===== config.mk =====
export PLATFORM = sky130hd
export DESIGN_NAME = adf_queue
export DESIGN_NICKNAME = d
export VERILOG_FILES = /design/src/sv/adf_pkg.sv /design/src/sv/adf_queue.sv
export SDC_FILE = /design/constraint.sdc
export NUM_CORES = 1
export LEC_CHECK = 0
export BUFFER_PORTS_ARGS = -buffer_cell sky130_fd_sc_hd__buf_2
export CAP_MARGIN = 20
export CORE_MARGIN = 4
export CORE_UTILIZATION = 28
export DETAILED_ROUTE_END_ITERATION = 8
export RECOVER_POWER = 25
export SYNTH_ARGS = -nofsm -noshare
export SYNTH_HDL_FRONTEND = slang
export SYNTH_SLANG_ARGS = --single-unit

===== constraint.sdc =====
create_clock -name clock -period 8.3 [get_ports clock]
set_clock_uncertainty 0.2 [all_clocks]
set_input_delay 2.075 -clock clock [delete_from_list [all_inputs] [get_ports clock]]
set_output_delay 2.075 -clock clock [all_outputs]
set_load 0.05 [all_outputs]

===== src/sv/adf_pkg.sv =====
// ----------------------------------------------------------------------------
// adf_pkg: shared types and constants for the anisotropic diffusion step
// Pixel and stencil types, csr register indexes, queue sizing and the
// edge-stopping function applied to each neighbor difference.
// ----------------------------------------------------------------------------
package adf_pkg;

   localparam int PIX_W          = 8;
   localparam int CFG_WIDTH_W    = 11;
   localparam int CFG_HEIGHT_W   = 13;
   localparam int CSR_INDEX_W    = 2;
   localparam int CSR_DATA_W     = 13;
   localparam int MIN_DIM        = 3;
   localparam int QUEUE_DEPTH    = 4;
   localparam int QUEUE_PTR_W    = $clog2(QUEUE_DEPTH);
   localparam int QUEUE_CNT_W    = $clog2(QUEUE_DEPTH + 1);

   localparam logic [CFG_WIDTH_W-1:0]  WIDTH_RESET  = CFG_WIDTH_W'(640);
   localparam logic [CFG_HEIGHT_W-1:0] HEIGHT_RESET = CFG_HEIGHT_W'(480);

   localparam logic [CSR_INDEX_W-1:0] CSR_IMAGE_WIDTH  = CSR_INDEX_W'(0);
   localparam logic [CSR_INDEX_W-1:0] CSR_IMAGE_HEIGHT = CSR_INDEX_W'(1);

   typedef logic [PIX_W-1:0] pixel_type;

   typedef struct packed {
      logic [CFG_WIDTH_W-1:0]  image_width;
      logic [CFG_HEIGHT_W-1:0] image_height;
   } cfg_type;

   // the four neighbors and the center of one interior pixel
   typedef struct packed {
      pixel_type above;
      pixel_type right;
      pixel_type below;
      pixel_type left;
      pixel_type centre;
   } stencil_type;

   localparam int STENCIL_W = $bits(stencil_type);

   // floor(100*m / (100 + m*m)) for m in 0..255, as bands of m
   function automatic logic [2:0] phi_mag(input logic [7:0] m);
      logic [2:0] v;
      if (m == 8'd10)
         v = 3'd5;
      else if (m >= 8'd5 && m <= 8'd20)
         v = 3'd4;
      else if (m >= 8'd4 && m <= 8'd30)
         v = 3'd3;
      else if (m >= 8'd3 && m <= 8'd47)
         v = 3'd2;
      else if (m >= 8'd2 && m <= 8'd98)
         v = 3'd1;
      else
         v = 3'd0;
      return v;
   endfunction

   // odd-symmetric phi of (nb - c), range -5..5
   function automatic logic signed [3:0] phi_diff(input pixel_type nb, input pixel_type c);
      logic signed [8:0] d;
      logic [7:0]        m;
      logic [2:0]        v;
      d = $signed({1'b0, nb}) - $signed({1'b0, c});
      m = d[8] ? 8'(-d) : d[7:0];
      v = phi_mag(m);
      return d[8] ? -$signed({1'b0, v}) : $signed({1'b0, v});
   endfunction

endpackage


===== src/sv/adf_queue.sv =====
// ----------------------------------------------------------------------------
// adf_queue: short fifo between front and back
// Holds stencils waiting for the arithmetic; exposes its fill count so the
// front can stop taking pixels before it runs out of room.
// ----------------------------------------------------------------------------
module adf_queue #(
   parameter int DATA_W = 63
) (
   input  logic                                clock,
   input  logic                                reset,
   input  logic                                push,
   input  logic [DATA_W-1:0]                   push_data,
   input  logic                                pop,
   output logic                                head_valid,
   output logic [DATA_W-1:0]                   head_data,
   output logic [adf_pkg::QUEUE_CNT_W-1:0]     count
);
   import adf_pkg::*;

   logic [DATA_W-1:0]      entry_ff [QUEUE_DEPTH];
   logic [QUEUE_PTR_W-1:0] wr_ptr_ff;
   logic [QUEUE_PTR_W-1:0] rd_ptr_ff;
   logic [QUEUE_CNT_W-1:0] count_ff;
   logic                   do_push;
   logic                   do_pop;

   assign do_push = push && (count_ff != QUEUE_CNT_W'(QUEUE_DEPTH));
   assign do_pop  = pop && (count_ff != '0);

   always_ff @(posedge clock) begin
      if (reset) begin
         wr_ptr_ff <= '0;
         rd_ptr_ff <= '0;
         count_ff  <= '0;
      end else begin
         if (do_push)
            wr_ptr_ff <= (wr_ptr_ff == QUEUE_PTR_W'(QUEUE_DEPTH - 1)) ? '0
                                                                      : wr_ptr_ff + 1'b1;
         if (do_pop)
            rd_ptr_ff <= (rd_ptr_ff == QUEUE_PTR_W'(QUEUE_DEPTH - 1)) ? '0
                                                                      : rd_ptr_ff + 1'b1;
         if (do_push && !do_pop)
            count_ff <= count_ff + 1'b1;
         else if (do_pop && !do_push)
            count_ff <= count_ff - 1'b1;
      end
   end

   always_ff @(posedge clock) begin
      if (do_push)
         entry_ff[wr_ptr_ff] <= push_data;
   end

   assign head_valid = (count_ff != '0);
   assign head_data  = entry_ff[rd_ptr_ff];
   assign count      = count_ff;

endmodule


==> After elaboration in Yosys (flattened, before gate mapping) <==
Memory sizes are Yosys's and may differ from the RTL's. A register that Yosys moved wholly into a read port is not among the register bits.
Index checks and enable logic that the tools add are counted.
{ "totals": {"latch_bits": 0, "ram_bits": 252, "mem_bits_ro": 0, "memories": 1, "in_bits": 67, "register_bits": 7} }
{ "memory_table": {"columns": ["name", "words", "word_bits", "rd", "rd_clocked_by_memory_dff", "write_ports", "line", "text"], "rows": [
  ["entry_ff", 4, 63, 1, 1, 1, "adf_queue.sv:20", "logic [DATA_W-1:0] entry_ff [QUEUE_DEPTH];"]
]} }
{ "classes": {"muxes": 8, "div_mod_pow": 0, "n_bitwise": 0, "multipliers": 0, "n_reduce_logical": 8, "magnitude_cmp": 0, "add_sub_neg": 4, "shifts": 0, "eq_ne": 3} }
{ "op_table": {"columns": ["operator", "n"], "rows": [
  ["$mux 2", 4],
  ["$mux 3", 2],
  ["$add 2x1->2 const B", 2],
  ["$eq 2x2->1 const B", 2],
  ["$logic_and 1x1->1", 4],
  ["$add 3x1->3 const B", 1],
  ["$ne 3x3->1 const B", 1],
  ["$reduce_bool 3->1", 1],
  ["$sub 3x1->3 const B", 1],
  ["$logic_not 1->1", 2],
  ["$mux 1", 2],
  ["$reduce_bool 2->1", 1]
]} }

==> Depth between registers and ports, before layout <==
Gate-level depths: netlist (run 1).
{ "logic_depth": {"ltp_word": 6, "depth_mapped": 8, "depth_no_buf": 8} }

==> Worst setup path before layout (run 1) <==
Ideal clock, no wire load.
{ "synth_timing": {"path_type": "input-to-reg", "from": "input port push", "to": "memory entry_ff[0][0], enable pin", "stages": 2, "path_slack_ns": 3.806, "required_ns": 7.672, "setup_time_ns": 0.428, "arrival_time_ns": 3.866, "cell_sequence": "a21boi_2 -> and2_1"} }
{ "synth_between": {"elab_chain_len": 3} }
{ "synth_lines": {"columns": ["element", "line", "text"], "rows": [
  ["start: declaration", "adf_queue.sv:11", "input logic push,"],
  ["$logic_and 1x1->1", "adf_queue.sv:27", "assign do_push = push && (count_ff != QUEUE_CNT_W'(QUEUE_DEPTH));"],
  ["$mux 1", "adf_queue.sv:50", "if (do_push)"],
  ["$mux 1 (not written as such)", "adf_queue.sv:51", "entry_ff[wr_ptr_ff] <= push_data;"],
  ["end: declaration", "adf_queue.sv:20", null]
]} }
No other way between the ends.

==> flow_summary.toml, run 1 <==
[synth]
yosysMostFrequentCell = "edfxtp_1"
synth_seq_cells = 261
syn_area_per_cell_sq_um = 25.6
ys_top_cells_by_count = "252 x edfxtp_1, 60 x mux4_2, 9 x dfxtp_1"
synth_edf_count = 252
yosysSeqAreaShare_pct = 80.3
syn_inst = 376
synthTopCellsByArea = "edfxtp_1 78%, mux4_2 14%, dfxtp_1 1.9%"
synthArstFlopShare_pct = 0
synth_top_cell_by_area = "edfxtp_1"
yosys_warnings = 0
synth_cell_types = 24
synth_top_area_share_pct = 78.5
ys.flop_type = "edfxtp_1"
syn-num-nets = 450
netlist_area_sq_um = 9640

[detailed_routing]
ant_nets = 0
drc = 0
wire_per_inst_um = 18.5
drt_iter0_drc = 149
drtPass1Iterations = 4
vias_per_cell = 4.34
routed_wl_um = 18400
via_count = 4325

[final_layout]
fin_area_sq_um = 11700
fin_cells = 997
drive_gt1_share_pct = 37.9
nFillCells = 3137
syn2layout_area_growth_pct = 21.3
nets = 601
num_antenna_cells = 0

[global_routing]
grt_usage_pct = 9.72
grt_max_degree = 64
grt_pass1_wl_um = 28900
grt_pass1_vias = 4900
gr-total-overflow = 0
antenna_found_initial = 1

[die]
die_area_sq_um = 37500
io_pins = 134
core_area_sq_um = 33800
initial_core_util_pct = 28.5
core.rowCount = 67
die_h_um = 194
die_x_um = 194

[worst_setup_path]
start_kind = "flip-flop"
worst-path-buf-inv = 2
worst_ep_required_time_ns = 6.03
cp_max_fo = 32
crit_type = "flip-flop to output pin"
crit_path_end_kind = "output pin"
slowest_delay_ns = 0.77
crit_slowest_cell = "dfxtp_4"
crit_family = "buffers and inverters"
cp_cell_sequence = "buf_4, mux4_1, buf_2"
crit_arrival_ns = 2.87

[timing]
finalMaxSlewViolations = 0
fin_crit_sh_pct = 61.9
rsz0062_at_grt = "false"
worst_slew_pin_slew_ns = 1.02
fin_ws_ns = 3.16
max-slew-margin-rel_pct = 31.7
setup-violations-final = 0
fmax_mhz = 194
hold_violations = 0
finalWorstPathRequiredPeriod_ns = 5.14
tns_ns = 0

[place]
portBuffers = 133
placed_area_sq_um = 10700
pre_cts_ws_ns = 3.54
place_congestion = 0.688
dp_cells = 943
dp_hpwl_um = 10700

[power_and_ir_drop]
fin_total_pwr_uw = 4080
ir_drop_mv = 0.161
power_density_nw_per_um2 = 349
cellLeakagePower_uw = 0.00380

[clocking]
path_clk_slew_ns = 0.06
cts_root_buf = "clkbuf_16"
clk_latency_ns = 0.54
htreeDepth = 1
cts_resized = 0
cts_buffer_depth = 3
cts_setup_buffers = 0
cts.sinks = 261
hold_buffers = 0
cts_tree = "yes"
cts_buffers = 28

[hold_path]
hold_class = "flip-flop to flip-flop"

[outcome]
outcome = "finished clean"

[flow_run]
max_cap_viol_count = 0
## flip-flops by register name (all words and copies together) (netlist names), named ones only
name,flops
entry_ff,252
count,3
wr_ptr_ff,2
rd_ptr_ff,2
## area by class of cell
type,instances,area [sq um],share of cell area [%]
multi-input cells,97,1730,14.7
repair buffers,136,666,5.69
inverters,3,11.3,0.0963
flip-flops and latches,261,7750,66.3
clock buffers,33,741,6.33
clock inverters,19,240,2.05
well taps,448,561,4.79
## cells by family (layout without fill, tap and decap cells)
group / Yosys count / count (layout) / share of synthesized area, %
and+or+nand+nor: 16 / 16 / 0.869
DFF: 261 / 261 / 80.3
AOI/OAI and AO/OA: 5 / 5 / 0.493
xor gates and xnor gates: 2 / 2 / 0.182
adders and majority gates: 7 / 7 / 0.986
muxes: 67 / 67 / 15.3
buffers and inverters: 18 / 191 / 1.87
## power breakdown
group	internal [uW]	total (uW)	switching (uW)
clock	820	1300	485
sequential	1610	1700	93.0
combinational	333	1080	748
total	2760	4080	1330
## tightest hold or removal path: cells and delay by family (launching register included)
kind | cells | cell delay [ns]
and+or+nand+nor | 1 | 0.06
DFF | 1 | 0.32
AOI/OAI and AO/OA | 1 | 0.07
## stage by stage
stage               util [%]  hold slack, ns
floorplan                  -           0.263
global placement        31.7           0.279
detailed placement      31.7           0.296
CTS                     34.7           0.307
global route            34.6           0.344
finish                  34.6           0.295
## cells in the final DEF (no fill, tap or decap), types with 3 or more instances in the layout
cell / Yosys / routed
and2_4: 0 / 4
buf_2: 6 / 95
bufinv_16: 0 / 6
clkbuf_1: 2 / 42
clkbuf_16: 0 / 29
clkinv_1: 0 / 7
clkinv_2: 0 / 5
dfxtp_1: 9 / 7
edfxtp_1: 252 / 252
ha_1: 6 / 6
inv_1: 3 / 3
mux2i_1: 3 / 3
mux4_1: 3 / 3
mux4_2: 60 / 60
nor2_1: 5 / 5
or3_1: 3 / 3
## final timing paths
kind / end / from / cells past startpoint / slack, ns
setup / recovery: head_data[54] / flip-flop / 3 / 3.16
hold / removal: flip-flop / rd_ptr_ff[0] / 2 / 0.29
setup reg to reg: count[2] / count[1] / 8 / 5.71
hold reg to reg: flip-flop / rd_ptr_ff[0] / 2 / 0.29
## routing by layer
layer,track usage [%],vias up,wire length [um]
li1,-,1915,-
met1,12.1,2258,7410
met2,16.8,111,9510
met3,2.37,39,987
met4,2.94,2,517
met5,0,-,8
(Power assumes the default switching activity.)
==> run 2: changes to the inputs <==
--- a/config.mk
+++ b/config.mk
@@ -5,6 +5,7 @@
 export SDC_FILE = /design/constraint.sdc
 export NUM_CORES = 1
 export LEC_CHECK = 0
+export ABC_AREA = 1
 export BUFFER_PORTS_ARGS = -buffer_cell sky130_fd_sc_hd__buf_2
 export CAP_MARGIN = 20
 export CORE_MARGIN = 4
==> constraint.sdc (replaced) <==
create_clock -name clock -period 4.6 [get_ports clock]
set_clock_uncertainty 0.2 [all_clocks]
set_input_delay 1.15 -clock clock [delete_from_list [all_inputs] [get_ports clock]]
set_output_delay 1.15 -clock clock [all_outputs]
set_load 0.05 [all_outputs]
==> run 2 against run 1 <==
- synthesized area increased by 5.6%
- highest routed layer unchanged
- global-route usage is 1.2 points higher
- sequential share of layout area shrank 2.6 points
- final area up 4.1%
- critical endpoint is now head_data[6]
- routed wire length increased by 22%
- largest cell class unchanged
==> flow_summary.toml, run 2 <==
[outcome]
outcome = "finished clean"

[die]
die_h_um = 199
die_area_sq_um = 39500
io_pins = 134
core_area_sq_um = 35700
core.rowCount = 69
initial_core_util_pct = 28.5
die_x_um = 199

[worst_setup_path]
r2r-start = "count[0]"
ff2ff_setup_slack_ns = 1.95
cp_cell_sequence = "inv_6, buf_12, o21ai_0, o22ai_2, buf_2"
cp_max_fo = 51
crit_family = "buffers and inverters"
crit_type = "flip-flop to output pin"
worst-path-buf-inv = 3
start_kind = "flip-flop"
crit_arrival_ns = 2.47
crit_path_end_kind = "output pin"
reg2reg_depth = 5
crit_slowest_cell = "dfxtp_4"
worst_ep_required_time_ns = 3.25
slowest_delay_ns = 0.49
regToRegEndpoint = "entry_ff[1][56]"

[synth]
synthTopCellsByArea = "edfxtp_1 74%, o21ai_0 5.6%, o22ai_2 4.9%"
ys.flop_type = "edfxtp_1"
yosysMostFrequentCell = "edfxtp_1"
synth_top_cell_by_area = "edfxtp_1"
synthArstFlopShare_pct = 0
synth_top_area_share_pct = 74.3
syn_area_per_cell_sq_um = 15.0
synth_cell_types = 26
netlist_area_sq_um = 10200
yosys_warnings = 0
synth_seq_cells = 261
ys_top_cells_by_count = "252 x edfxtp_1, 114 x o21ai_0, 101 x nor2_1, 40 x nor2_2, 40 x o22ai_2"
syn-num-nets = 752
synth_edf_count = 252
yosysSeqAreaShare_pct = 76.1
syn_inst = 678

[clocking]
cts_resized = 0
clk_latency_ns = 0.54
cts_buffer_depth = 3
hold_buffers = 0
cts_buffers = 28
cts_root_buf = "clkbuf_16"
cts.sinks = 261
path_clk_slew_ns = 0.06
cts_tree = "yes"
cts_setup_buffers = 0
htreeDepth = 1

[timing]
hold_violations = 0
setup-violations-final = 0
max-slew-margin-rel_pct = 56.9
finalMaxSlewViolations = 0
holdWs_ns = 0.344
fin_crit_sh_pct = 83.1
tns_ns = 0
worst_slew_pin_slew_ns = 0.645
fmax_mhz = 262
rsz0062_at_grt = "false"
finalWorstPathRequiredPeriod_ns = 3.82

[global_routing]
grt_pass1_wl_um = 33900
grt_pass1_vias = 5829
antenna_found_initial = 2
grt_usage_pct = 10.9
grt_max_degree = 64
gr-total-overflow = 0

[detailed_routing]
ant_nets = 0
vias_per_cell = 4.57
routed_wl_um = 22400
via_count = 5923
drc = 0
wire_per_inst_um = 17.3
drtPass1Iterations = 6
drt_iter0_drc = 262

[final_layout]
final_cell_mix = "252 x edfxtp_1, 114 x o21ai_0, 97 x nor2_1"
nFillCells = 3478
num_antenna_cells = 0
largest_register_ffs = 252
multi_input_area_sq_um = 2140
fin_cells = 1296
postLayoutCoreUtil_pct = 34.1
final_common_cell = "edfxtp_1"
syn2layout_area_growth_pct = 19.5
regArea_sq_um = 7750
nets = 890
largest_register = "entry_ff"
drive_gt1_share_pct = 27.7

[power_and_ir_drop]
cellLeakagePower_uw = 0.00411
power_density_nw_per_um2 = 679
ir_drop_mv = 0.340

[place]
dp_cells = 1247
place_congestion = 0.731
dp_hpwl_um = 12900
portBuffers = 133

[hold_path]
hold_class = "flip-flop to flip-flop"
holdPathStages = 4
holdCritStartpoint = "rd_ptr_ff[0]"

[flow_run]
max_cap_viol_count = 0
-- run 2: cell count changes after synthesis, moves of 7 or more --
cell / change
nand2_1: +13
o21ai_0: +113
buf_2: +8
nor2_1: +96
o22ai_2: +40
nor2_2: +40
o22ai_1: +23
inv_1: +11
clkbuf_1: +9
mux4_2: -60
o21ai_1: +13
clkbuf_2: +7
-- run 2: worst reg2reg max path: cells and delay by family (launching register included) --
kind	cells	cell delay, ns
flip-flops	1	0.41
AND/OR/NAND/NOR	4	1.15
buffers and inverters	1	0.50
-- run 2: layer usage --
layer,track usage (%),up-vias,part of all wire [%]
li1,-,2803,-
met1,15.0,2934,45
met2,17.7,146,47
met3,2.39,38,5.5
met4,2.74,2,1.7
met5,0,-,0.053
-- run 2: metrics by stage --
| stage | setup WS [ns] | area (sq um) | power, uW |
|---|---|---|---|
| final | 0.776 | 12200 | 8270 |
| after floorplan | 0.0177 | 10200 | 5460 |
| after global placement | 1.30 | 11300 | 6180 |
| after CTS | 0.730 | 12200 | 8400 |
| after detailed placement | 1.27 | 11300 | 6210 |
| after global routing | 0.643 | 12200 | 8670 |
-- run 2: where the power goes --
part	total, uW	internal (uW)	leakage, uW	switching [uW]
sequential	3010	2900	0.00238	105
combinational	3090	698	0.00130	2400
clock	2170	1310	0.000425	863
-- run 2: cell families after synthesis --
kind of cell               Yosys count  share of synthesized area [%]
DFF                                261                           76.1
adders and majority gates            7                          0.934
AOI/OAI and AO/OA                  193                           12.7
and+or+nand+nor                    160                           7.00
buffers and inverters               56                           3.21
xor gates and xnor gates             1                         0.0860
-- run 2: worst max-delay path by stage --
stage,end,cells after the start
final,head_data[6],5
after global routing,head_data[6],5
after CTS,head_data[57],4
after detailed placement,entry_ff[1][43],4
after global placement,entry_ff[1][36],4
after floorplan,entry_ff[0][0],2
-- run 2: layout make-up --
| type | instances | share of cell area [%] |
|---|---|---|
| Sequential cell | 261 | 63.7 |
| Inverter | 16 | 0.576 |
| Timing Repair Buffer | 148 | 6.06 |
| Clock inverter | 15 | 1.22 |
| Tap cell | 461 | 4.74 |
| Multi-Input combinational cell | 361 | 17.6 |
| Clock buffer | 34 | 6.12 |
