--- src/sv/adf_pkg.sv ---
// ----------------------------------------------------------------------------
// adf_pkg: shared types and constants for the anisotropic diffusion step
// Pixel and stencil types, csr register indexes, queue sizing and the
// edge-stopping function applied to each neighbor difference.
// ----------------------------------------------------------------------------
package adf_pkg;

   localparam int PIX_W          = 8;
   localparam int CFG_WIDTH_W    = 11;
   localparam int CFG_HEIGHT_W   = 13;
   localparam int CSR_INDEX_W    = 2;
   localparam int CSR_DATA_W     = 13;
   localparam int MIN_DIM        = 3;
   localparam int QUEUE_DEPTH    = 4;
   localparam int QUEUE_PTR_W    = $clog2(QUEUE_DEPTH);
   localparam int QUEUE_CNT_W    = $clog2(QUEUE_DEPTH + 1);

   localparam logic [CFG_WIDTH_W-1:0]  WIDTH_RESET  = CFG_WIDTH_W'(640);
   localparam logic [CFG_HEIGHT_W-1:0] HEIGHT_RESET = CFG_HEIGHT_W'(480);

   localparam logic [CSR_INDEX_W-1:0] CSR_IMAGE_WIDTH  = CSR_INDEX_W'(0);
   localparam logic [CSR_INDEX_W-1:0] CSR_IMAGE_HEIGHT = CSR_INDEX_W'(1);

   typedef logic [PIX_W-1:0] pixel_type;

   typedef struct packed {
      logic [CFG_WIDTH_W-1:0]  image_width;
      logic [CFG_HEIGHT_W-1:0] image_height;
   } cfg_type;

   // the four neighbors and the center of one interior pixel
   typedef struct packed {
      pixel_type above;
      pixel_type right;
      pixel_type below;
      pixel_type left;
      pixel_type centre;
   } stencil_type;

   localparam int STENCIL_W = $bits(stencil_type);

   // floor(100*m / (100 + m*m)) for m in 0..255, as bands of m
   function automatic logic [2:0] phi_mag(input logic [7:0] m);
      logic [2:0] v;
      if (m == 8'd10)
         v = 3'd5;
      else if (m >= 8'd5 && m <= 8'd20)
         v = 3'd4;
      else if (m >= 8'd4 && m <= 8'd30)
         v = 3'd3;
      else if (m >= 8'd3 && m <= 8'd47)
         v = 3'd2;
      else if (m >= 8'd2 && m <= 8'd98)
         v = 3'd1;
      else
         v = 3'd0;
      return v;
   endfunction

   // odd-symmetric phi of (nb - c), range -5..5
   function automatic logic signed [3:0] phi_diff(input pixel_type nb, input pixel_type c);
      logic signed [8:0] d;
      logic [7:0]        m;
      logic [2:0]        v;
      d = $signed({1'b0, nb}) - $signed({1'b0, c});
      m = d[8] ? 8'(-d) : d[7:0];
      v = phi_mag(m);
      return d[8] ? -$signed({1'b0, v}) : $signed({1'b0, v});
   endfunction

endpackage

--- src/sv/adf_back.sv ---
// ----------------------------------------------------------------------------
// adf_back: diffusion arithmetic and result register
// Applies phi to the four differences, averages, updates the center pixel
// with saturation and holds the result until the receiver takes it.
// ----------------------------------------------------------------------------
module adf_back #(
   parameter int COL_W = 10,
   parameter int ROW_W = 12
) (
   input  logic                 clock,
   input  logic                 reset,
   input  logic                 head_valid,
   input  adf_pkg::stencil_type head_stencil,
   input  logic [COL_W-1:0]     head_col,
   input  logic [ROW_W-1:0]     head_row,
   input  logic                 head_last,
   output logic                 pop,
   output logic                 rsp_valid,
   input  logic                 rsp_stall,
   output adf_pkg::pixel_type   rsp_pixel_out,
   output logic [COL_W-1:0]     rsp_out_col,
   output logic [ROW_W-1:0]     rsp_out_row,
   output logic                 rsp_frame_last
);
   import adf_pkg::*;

   logic signed [3:0] phi_up, phi_rt, phi_dn, phi_lt;
   logic signed [5:0] sum, sum_adj;
   logic signed [5:0] quo;
   logic signed [9:0] res;
   pixel_type         res_sat;

   logic              valid_ff;
   pixel_type         pixel_ff;
   logic [COL_W-1:0]  col_ff;
   logic [ROW_W-1:0]  row_ff;
   logic              last_ff;

   assign phi_up = phi_diff(head_stencil.above, head_stencil.centre);
   assign phi_rt = phi_diff(head_stencil.right, head_stencil.centre);
   assign phi_dn = phi_diff(head_stencil.below, head_stencil.centre);
   assign phi_lt = phi_diff(head_stencil.left,  head_stencil.centre);

   assign sum     = 6'(phi_up) + 6'(phi_rt) + 6'(phi_dn) + 6'(phi_lt);
   // divide by four, rounding toward zero
   assign sum_adj = sum + (sum[5] ? 6'sd3 : 6'sd0);
   assign quo     = sum_adj >>> 2;
   assign res     = $signed({2'b00, head_stencil.centre}) + 10'(quo);

   always_comb begin
      if (res[9])
         res_sat = '0;
      else if (res[8])
         res_sat = '1;
      else
         res_sat = res[7:0];
   end

   assign pop = head_valid && (!valid_ff || !rsp_stall);

   always_ff @(posedge clock) begin
      if (reset) begin
         valid_ff <= 1'b0;
      end else if (!valid_ff || !rsp_stall) begin
         valid_ff <= head_valid;
      end
   end

   always_ff @(posedge clock) begin
      if (pop) begin
         pixel_ff <= res_sat;
         col_ff   <= head_col;
         row_ff   <= head_row;
         last_ff  <= head_last;
      end
   end

   assign rsp_valid      = valid_ff;
   assign rsp_pixel_out  = pixel_ff;
   assign rsp_out_col    = col_ff;
   assign rsp_out_row    = row_ff;
   assign rsp_frame_last = last_ff;

endmodule

--- config.mk ---
export PLATFORM = sky130hd
export DESIGN_NAME = adf_back
export DESIGN_NICKNAME = d
export VERILOG_FILES = /design/src/sv/adf_pkg.sv /design/src/sv/adf_back.sv
export SDC_FILE = /design/constraint.sdc
export NUM_CORES = 1
export LEC_CHECK = 0
export ABC_AREA = 1
export BUFFER_PORTS_ARGS = -buffer_cell sky130_fd_sc_hd__clkbuf_2
export CORE_MARGIN = 5
export CORE_UTILIZATION = 40
export DETAILED_ROUTE_END_ITERATION = 7
export MAX_ROUTING_LAYER = met4
export PLACE_DENSITY = 0.58
export SLEW_MARGIN = 20
export SYNTH_ARGS = -nofsm -noshare
export SYNTH_HDL_FRONTEND = slang
export SYNTH_SLANG_ARGS = --single-unit
--- constraint.sdc ---
create_clock -name clock -period 20.6 [get_ports clock]
set_clock_uncertainty 0.15 [all_clocks]
set_input_delay 6.18 -clock clock [delete_from_list [all_inputs] [get_ports clock]]
set_output_delay 6.18 -clock clock [all_outputs]
set_load 0.02 [all_outputs]
## After elaboration in Yosys (flattened, before gate mapping)

Cells that the tools add are included.

| word-level totals | value |
|---|---|
| bits in registers | 32 |
| input port bits | 67 |
| output and inout bits | 33 |
| logic and storage cells | 108 |

| cells by class | value |
|---|---|
| add/subtract/negate cells | 17 |
| $lt $le $gt $ge | 32 |
| eq/ne operators | 4 |
| muxes and demuxes | 30 |
| reduce and logical (&&, ||, !) cells | 20 |

Operator list:

| operator | count |
|---|---|
| greater-or-equal comparator 8 x 2 -> 1 bit (second input constant) | 8 |
| greater-or-equal comparator 8 x 3 -> 1 bit (second input constant) | 8 |
| <= comparator 8 x 5 -> 1 bit (second input constant) | 8 |
| two-way mux 8 bit | 5 |
| subtractor 8 x 8 -> 9 bit | 4 |
| == test 8 x 4 -> 1 bit (second input constant) | 4 |
| <= comparator 8 x 6 -> 1 bit (second input constant) | 4 |
| <= comparator 8 x 7 -> 1 bit (second input constant) | 4 |
| negator 8 bit | 4 |
| two-way mux 3 bit | 8 |
| two-way mux 2 bit | 9 |
| logical AND 1 bit | 17 |
| two-way mux 4 bit | 4 |
| negator 3 -> 4 bit | 4 |
| adder 9 x 4 -> 10 bit | 1 |
| adder 5 x 4 -> 6 bit | 1 |
| adder 6 x 3 -> 6 bit | 1 |
| adder 6 x 4 -> 6 bit | 1 |
| adder 4 x 4 -> 5 bit | 1 |
| two-way mux 1 bit | 4 |
| zero test 1 bit | 2 |
| logical OR 1 bit | 1 |

## Logic depth before layout (Yosys ltp)

Gate-level depths: netlist (run 1).

| depth | value |
|---|---|
| word-level depth | 19 |
| depth in mapped cells | 58 |
| gate-level depth less buffers | 58 |

## Worst setup path before layout (run 1)

Ideal clock, no wire load.

| path | value |
|---|---|
| kind | input port to output port |
| start point | input port head_valid |
| end point | output port pop |
| data arrival time | 8.033 ns |
| required time | 14.270 ns |
| path slack | 6.237 ns |
| stages on the path | 2 |
| path buffers | 0 |
| path through | inv_1 -> a21oi_1 |

| on the way | value |
|---|---|
| word-level cells in the longest chain between the ends | 1 |

RTL lines:

| what | RTL line | text |
|---|---|---|
| start: declaration | adf_back.sv:12 | `input logic head_valid,` |
| logical AND 1 bit | adf_back.sv:59 | `assign pop = head_valid && (!valid_ff \|\| !rsp_stall);` |
| end: declaration | adf_back.sv:17 | `output logic pop,` |

No other way between the ends.

## Worst setup path after layout (run 1)

| path | value |
|---|---|
| start point | input port head_stencil[1] in the netlist's numbering |
| end point | register pixel_ff[6] (netlist: rsp_pixel_out[6]), data pin |

| on the way | value |
|---|---|
| word-level cells in the longest chain between the ends | 19 |
| elaborated cells on any way between the ends | 99 |
| those cells by class | add/sub (17); order compare (32); eq/ne (4); mux (30); reduce/logical (16) |

RTL lines:

| what | RTL line | text |
|---|---|---|
| start: declaration | adf_back.sv:13 | `input adf_pkg::stencil_type head_stencil,` |
| subtractor 8 x 8 -> 9 bit | adf_pkg.sv:65 | `d = $signed({1'b0, nb}) - $signed({1'b0, c});` |
| negator 8 bit | adf_pkg.sv:66 | `m = d[8] ? 8'(-d) : d[7:0];` |
| two-way mux 8 bit | adf_pkg.sv:66 |  |
| greater-or-equal comparator 8 x 2 -> 1 bit or <= comparator 8 x 7 -> 1 bit (tied branches) | adf_pkg.sv:53 | `else if (m >= 8'd2 && m <= 8'd98)` |
| logical AND 1 bit | adf_pkg.sv:53 |  |
| two-way mux 1 bit | adf_pkg.sv:53 |  |
| two-way mux 2 bit | adf_pkg.sv:51 | `else if (m >= 8'd3 && m <= 8'd47)` |
| two-way mux 2 bit | adf_pkg.sv:49 | `else if (m >= 8'd4 && m <= 8'd30)` |
| [3 not listed] | n/a |  |
| two-way mux 4 bit | adf_pkg.sv:68 | `return d[8] ? -$signed({1'b0, v}) : $signed({1'b0, v});` |
| adder 4 x 4 -> 5 bit | adf_back.sv:44 | `assign sum = 6'(phi_up) + 6'(phi_rt) + 6'(phi_dn) + 6'(phi_lt);` |
| adder 5 x 4 -> 6 bit | adf_back.sv:44 |  |
| adder 6 x 4 -> 6 bit | adf_back.sv:44 |  |
| two-way mux 2 bit | adf_back.sv:46 | `assign sum_adj = sum + (sum[5] ? 6'sd3 : 6'sd0);` |
| adder 6 x 3 -> 6 bit | adf_back.sv:46 |  |
| adder 9 x 4 -> 10 bit (*) | adf_back.sv:48 | `assign res = $signed({2'b00, head_stencil.centre}) + 10'(quo);` |
| two-way mux 8 bit | adf_back.sv:53 | `else if (res[8])` |
| end signal: assignment | adf_back.sv:71 | `pixel_ff <= res_sat;` |
| end: declaration | adf_back.sv:34 | `pixel_type pixel_ff;` |

Every way passes the cells marked *; elsewhere a longest branch is shown, timed or not.
A chain may end at the register's enable or synchronous reset.

==> impl_results.md, run 1 <==
- Syn Area/Cell: around 6.6 um^2
- Total die area: around 16000 um^2
- # setup viols final: 0
- Max stage delay on crit path: ~0.57 ns
- CP Class: in2reg
- Root Buffer: clkbuf_16
- Yosys cell types: 44
- Max stage delay cell, worst path: fa_1
- Fmax: 71.2 MHz
- Die H: around 130 um
- Number of global-route vias before repair: approximately 4800
- Gr busiest metal: met2
- Routed WL per cell: between 10 and 15 um
- CTS tree: built
- Setup TNS: 0 ns
- Post-synth net total: 940
- Vias per cell: 4.73
- GR Util met1: approximately a fifth
- Maximum clock insertion buffer count: 2
- Area delta synth->final: 16.1%
- Hold Buf Count CTS: 0
- HP Class: reg2reg
- Tcrit/Tclk final: 68.2%
- Critical Path Sink Type: flop
- Initial core utilization: between 40% and 50%
- Total congestion overflow: 0
- Detail Placement HPWL: ~11 mm
- Worst Tran Pin Value: about 0.55 ns
- Max Cap Violations: 0
- Post-synth EDFFs: 31
- Req. time, crit path: 20.60 ns
- Antenna violations before repair: 0
- Port bufs: between 90 and 100
- CP arrival: approximately 14 ns
- R2R Setup Slk: between 15 and 20 ns
- Nets: 1042
- Layout cell share with drive strength beyond 1: between 20% and 30%
- FF+latch area: around 950 um^2
- Final min period: about 14 ns
- Synthesized flop and latch total: 32
- CTS buffer count: 5
- Die Width: 125 um
- Clock Latency Late Sink: 0.27 ns
- ANT cells: 0
- Largest net degree at the start of global routing: 33
- RSZ-0062 raised after global routing: no
- Final wirelength: roughly 13 mm
- Met2 Use GR: around 29%
- Commonest non-fill, non-tap cell in the layout: nand2_1
- Pre-CTS setup slack: 6.27 ns
- Total GRT Usage: 16.7%
- I/O pins: 100
- Worst Setup Slack, final: 6.56 ns
- CTS Sinks: 32
- Worst-path clk slew: about 0.050 ns
- Synthesized area: around 5300 um^2
- Fill count: 1398
- Async S/R FF share, synth: 0%
- Sequential area share after synthesis: approximately 18%
- Cts repair resizes: 0
- Num rows: 42
- Vias post-DR: just over 5000
- 1st-iter DRT viols: 256
- Drt pass-1 iters: 4
- Startpoint types: input port
- Antenna viol nets, final: 0
- Slew HR: between 60% and 70%
- First-pass GRT wire length: around 21 mm
- Utilization after layout: 46.9%
- Status: complete, no violations
- Core area: about 13000 um^2
- Htree depth: 2
- Post-CTS Setup Bufs: 0
- Worst-path fanout max: 12
- Crit path top cell by count: nand2_1
- Most frequent cells in the layout: nand2_1, inv_1, clkbuf_2
- Post-Synthesis Cells: between 800 and 900
- Multi-input logic area: approximately 3700 um^2
- GR Util met3: under 10%
- Fin. max-slew vios: 0
- Final hold vios: 0
- Dominant synthesized flop cell: edfxtp_1
- DRC Markers: 0
- Routability cong.: 0.824
- Ys Warns: 0
## synthesized netlist by cell type, types with 13 or more instances
master	n	area, um^2
a21oi_1	27	135
edfxtp_1	31	931
fa_1	13	260
ha_1	55	688
inv_1	142	533
inv_2	17	63.8
nand2_1	226	848
nand2_2	24	150
nand3_1	79	395
nand4_1	16	100
nor2_1	46	173
o21ai_0	15	75.1
xor2_1	21	184
## flip-flops by register name, indices dropped and copies added (netlist names)
signal / cells
rsp_out_row: 12
rsp_out_col: 10
rsp_pixel_out: 8
rsp_frame_last: 1
rsp_valid: 1
## routing by layer
metal	vias up	share of wire, %
li1	2791	-
met1	2241	48
met2	89	47
met3	8	3.0
met4	0	1.4
met5	-	0
## final cells by class
class	instances	share of cell area, %
inverter	160	9.76
clock buffer	5	2.03
multi-input combinational	608	60.3
sequential	32	15.4
tap	176	3.58
timing repair buffer	100	8.17
clock inverter	3	0.691
## worst max-delay path, delay by kind of cell
family,cells,cell delay [ns]
XOR/XNOR,1,0.21
buffers and inverters,12,1.01
AO/OA/AOI/OAI,8,1.37
AND/OR/NAND/NOR,26,2.51
adder cells (fa/ha/maj),7,2.76
## worst paths after layout
path,from,endpoint,cells past startpoint
worst min register to register,rsp_valid$_SDFFE_PP0N_,rsp_valid$_SDFFE_PP0N_,2
worst max register to register,rsp_valid$_SDFFE_PP0N_,rsp_out_col[4]$_DFFE_PP_,2
worst max-delay path,head_stencil[1],rsp_pixel_out[6]$_SDFFCE_PP0P_,54
worst min-delay path,rsp_valid$_SDFFE_PP0N_,rsp_valid$_SDFFE_PP0N_,2
## cell families (layout without fill, tap and decap cells)
kind of cell | after synthesis | after routing | synth area share (%)
simple gates | 429 | 429 | 37.2
compound gates | 80 | 80 | 9.49
xor+xnor | 31 | 31 | 5.41
flops | 32 | 32 | 17.9
fa+ha+maj | 68 | 68 | 17.9
buf+inv | 165 | 268 | 12.1
## stage by stage
stage / cells / hold slack (ns) / instance area, um^2
finish: 1084 / 0.333 / 6160
global route: 1084 / 0.373 / 6160
floorplan: 805 / 0.384 / 5300
detailed placement: 1076 / 0.330 / 5990
CTS: 1084 / 0.337 / 6160
global placement: 1076 / 0.322 / 5990
Power of run 1 is not shown: default switching activity piles up to over one toggle a cycle in this logic, so the estimate is an artifact.
==> run 2, diff against run 1 <==
--- a/config.mk
+++ b/config.mk
@@ -5,13 +5,13 @@
 export SDC_FILE = /design/constraint.sdc
 export NUM_CORES = 1
 export LEC_CHECK = 0
-export ABC_AREA = 1
+export ABC_AREA = 0
 export BUFFER_PORTS_ARGS = -buffer_cell sky130_fd_sc_hd__clkbuf_2
 export CORE_MARGIN = 5
 export CORE_UTILIZATION = 40
 export DETAILED_ROUTE_END_ITERATION = 7
 export MAX_ROUTING_LAYER = met4
-export PLACE_DENSITY = 0.58
+export PLACE_DENSITY = 0.6
 export SLEW_MARGIN = 20
 export SYNTH_ARGS = -nofsm -noshare
 export SYNTH_HDL_FRONTEND = slang
==> constraint.sdc (replaced) <==
create_clock -name clock -period 12.8 [get_ports clock]
set_clock_uncertainty 0.15 [all_clocks]
set_input_delay 3.84 -clock clock [delete_from_list [all_inputs] [get_ports clock]]
set_output_delay 3.84 -clock clock [all_outputs]
set_load 0.02 [all_outputs]
==> run 2 against run 1 <==
Compared with the run above:
- register-to-register slack got worse by 7.8 ns
- worst hold slack improved by 0.052 ns
- non-clock buffer count grew 13
- sequential share of layout area down 0.12 points
- synthesized cell count shrank 21%
==> impl_results.md, run 2 <==
- Final hold vios: 0 (unchanged)
- Max stage delay cell, worst path: fa_1
- RSZ-0062 raised after global routing: no
- Post-Synthesis Cells: 633 (-21%)
- Routed WL per cell: 15.2 um (+28%)
- Vias per cell: 5.55 (+17%)
- DRC Markers: 0 (unchanged)
- Core area: 12700 um^2 (-3.2%)
- Post-Synth Simple-Gate Area: 17.9% (-19 points)
- Final wirelength: 13.9 mm (+8.2%)
- Layout cell share with drive strength beyond 1: 21.7% (+1.5 points)
- Num rows: 41 (-2.4%)
- Largest register FFs: 12 (unchanged)
- Total GRT Usage: 17.4% (+0.67 points)
- Status: complete, no violations
- CTS tree: built
- CTS buffer count: 5 (unchanged)
- Mux share of post-synthesis cell area: 2.15% (+2.2 points)
- Total die area: 15500 um^2 (-1.2%)
- Critical Path Sink Type: flop
- Sequential area share after synthesis: 18.2% (+0.24 points)
- Largest family of logic cells by synthesized area: compound AO/OA/AOI/OAI gates
- Htree depth: 2 (unchanged)
- Largest cells by area after synthesis: edfxtp_1, ha_1, xnor2_1
- Maximum clock insertion buffer count: 2 (unchanged)
- Setup TNS: 0 ns (unchanged)
- Root Buffer: clkbuf_16
- Max stage delay on crit path: 0.47 ns (-0.10 ns)
- Drt pass-1 iters: 5 (+1)
- Post-synth EDFFs: 31 (unchanged)
- Commonest cells in the netlist: nor2_1, ha_1, inv_1, a21oi_1, xnor2_1
- Antenna violations before repair: 0 (unchanged)
- Syn Area/Cell: 8.26 um^2 (+25%)
- # setup viols final: 0 (unchanged)
- HP Class: reg2reg
- Max Cap Violations: 0 (unchanged)
- 1st-iter DRT viols: 274 (+7.0%)
- Largest net degree at the start of global routing: 33 (unchanged)
- ANT cells: 0 (unchanged)
- Async S/R FF share, synth: 0% (unchanged)
- Fill count: 1256 (-10%)
- Commonest non-fill, non-tap cell in the layout: clkbuf_2
- Detail Placement HPWL: 11.2 mm (+0.76%)
- First-pass GRT wire length: 22.5 mm (+5.0%)
- Post-synth top area share: 17.8% (+0.24 points)
- Utilization after layout: 48.8% (+1.9 points)
- Antenna viol nets, final: 0 (unchanged)
- Die Width: 124 um (-0.62%)
- Worst-path clk slew: 0.05 ns (about the same)
- Nets: 877 (-16%)
- Worst Tran Pin Value: 0.724 ns (+0.178 ns)
- Post-synth net total: 768 (-18%)
- Yosys top cell by area: edfxtp_1
- Final min period: 12.16 ns
- Dominant synthesized flop cell: edfxtp_1
- Die H: 124 um (-0.62%)
- Fmax: about 82 MHz
- Synthesized area: 5230 um^2 (-1.3%)
- Multi-input logic area: 4070 um^2 (+9.6%)
- Ys Warns: 0 (unchanged)
- Synth Area in Compound Gates: 27.8% (+18 points)
- Area delta synth->final: 18.6%
- Tcrit/Tclk final: about 95%
- Worst-path fanout max: 10 (-2)
- Adder-Cell Fraction of Synth Area: 18.1% (+0.24 points)
- CP Class: in2reg
- Req. time, crit path: 12.64 ns (-7.96 ns)
- Port bufs: 99 (unchanged)
- FF+latch area: 951 um^2 (unchanged)
- Most frequent cells in the layout: clkbuf_2, nor2_1, ha_1
- Cell family with most CP delay: compound AO/OA/AOI/OAI gates
- Startpoint types: input port
- Hold Buf Count CTS: 0 (unchanged)
- Fin. max-slew vios: 0 (unchanged)
- Slew HR: 51.4% (-12 points)
- I/O pins: 100 (unchanged)
- Clock Latency Late Sink: 0.27 ns (about the same)
- Synth Area in XOR/XNOR: 11.0% (+5.6 points)
- Routability cong.: 0.874 (+6.1%)
- WP buf/inv: 6 (-6)
- Dominant cell by count in the synthesized netlist: nor2_1
- Total congestion overflow: 0 (unchanged)
- Synthesized flop and latch total: 32 (unchanged)
- CP arrival: 11.99 ns (-2.05 ns)
- Vias post-DR: 5074 (-1.1%)
- CTS Sinks: 32 (unchanged)
- Initial core utilization: 41.1% (+0.76 points)
- Number of global-route vias before repair: 4755 (-0.15%)
- Yosys cell types: 80 (+82%)
[run 2: cell types whose count changed in the layout (fill, tap and decap cells not counted), sizes merged, moves of 11 or more]
cell	change
a21oi	+18
nand2	-217
inv	-109
o21ai	+11
nor3	+11
xnor2	+28
nand3	-70
nand4	-15
buf	+13
a21o	+13
a31oi	+15
[run 2: kinds of logic after synthesis]
| kind of cell | Yosys count |
|---|---|
| buffers and inverters | 62 |
| adders and majority gates | 68 |
| DFF | 32 |
| muxes | 11 |
| xor gates and xnor gates | 65 |
| and+or+nand+nor | 187 |
| AOI/OAI and AO/OA | 208 |
[run 2: stage by stage]
step	hold slack [ns]	instances	instance area [um^2]	setup slack [ns]
after floorplan	0.436	633	5230	1.08
after global placement	0.365	902	5950	0.454
after detailed placement	0.380	902	5950	0.259
after CTS	0.387	910	6110	0.515
after global routing	0.452	915	6200	0.0141
final	0.385	915	6200	0.644
[run 2: routing by layer]
layer  global-route usage, %  wire (um)  up-vias
li1                        -          -     2558
met1                    22.2       6310     2338
met2                    28.8       6580      170
met3                    1.93        759        8
met4                    5.42        221        0
met5                       -          0        -
[run 2: cell type report]
class / count / area share (%)
well taps: 172 / 3.47
inverters: 51 / 3.15
repair buffers: 113 / 9.89
multi-input cells: 539 / 65.6
flip-flops and latches: 32 / 15.3
clock buffers: 8 / 2.52
[run 2: path summary, 6_finish.rpt]
path                            cells past startpoint                             end              startpoint  slack, ns
worst min-delay path                                2          rsp_valid$_SDFFE_PP0N_  rsp_valid$_SDFFE_PP0N_       0.38
worst max register to register                      2        rsp_out_col[0]$_DFFE_PP_  rsp_valid$_SDFFE_PP0N_      11.50
worst max-delay path                               40  rsp_pixel_out[6]$_SDFFCE_PP0P_         head_stencil[0]       0.64
worst min register to register                      2          rsp_valid$_SDFFE_PP0N_  rsp_valid$_SDFFE_PP0N_       0.38
[run 2: tightest hold or removal path, cell delays in order, from the launching register on]
cell     delay, ns
dfxtp_1       0.33
a21oi_1       0.12
nor2_1        0.04
[run 2: what timing repair did]
item | CTS | global route
endpoints found under the setup margin | 0 | 8
setup buffers | 0 | 5
gates resized for setup | 0 | 9
Power of run 2 is left out for the same reason.
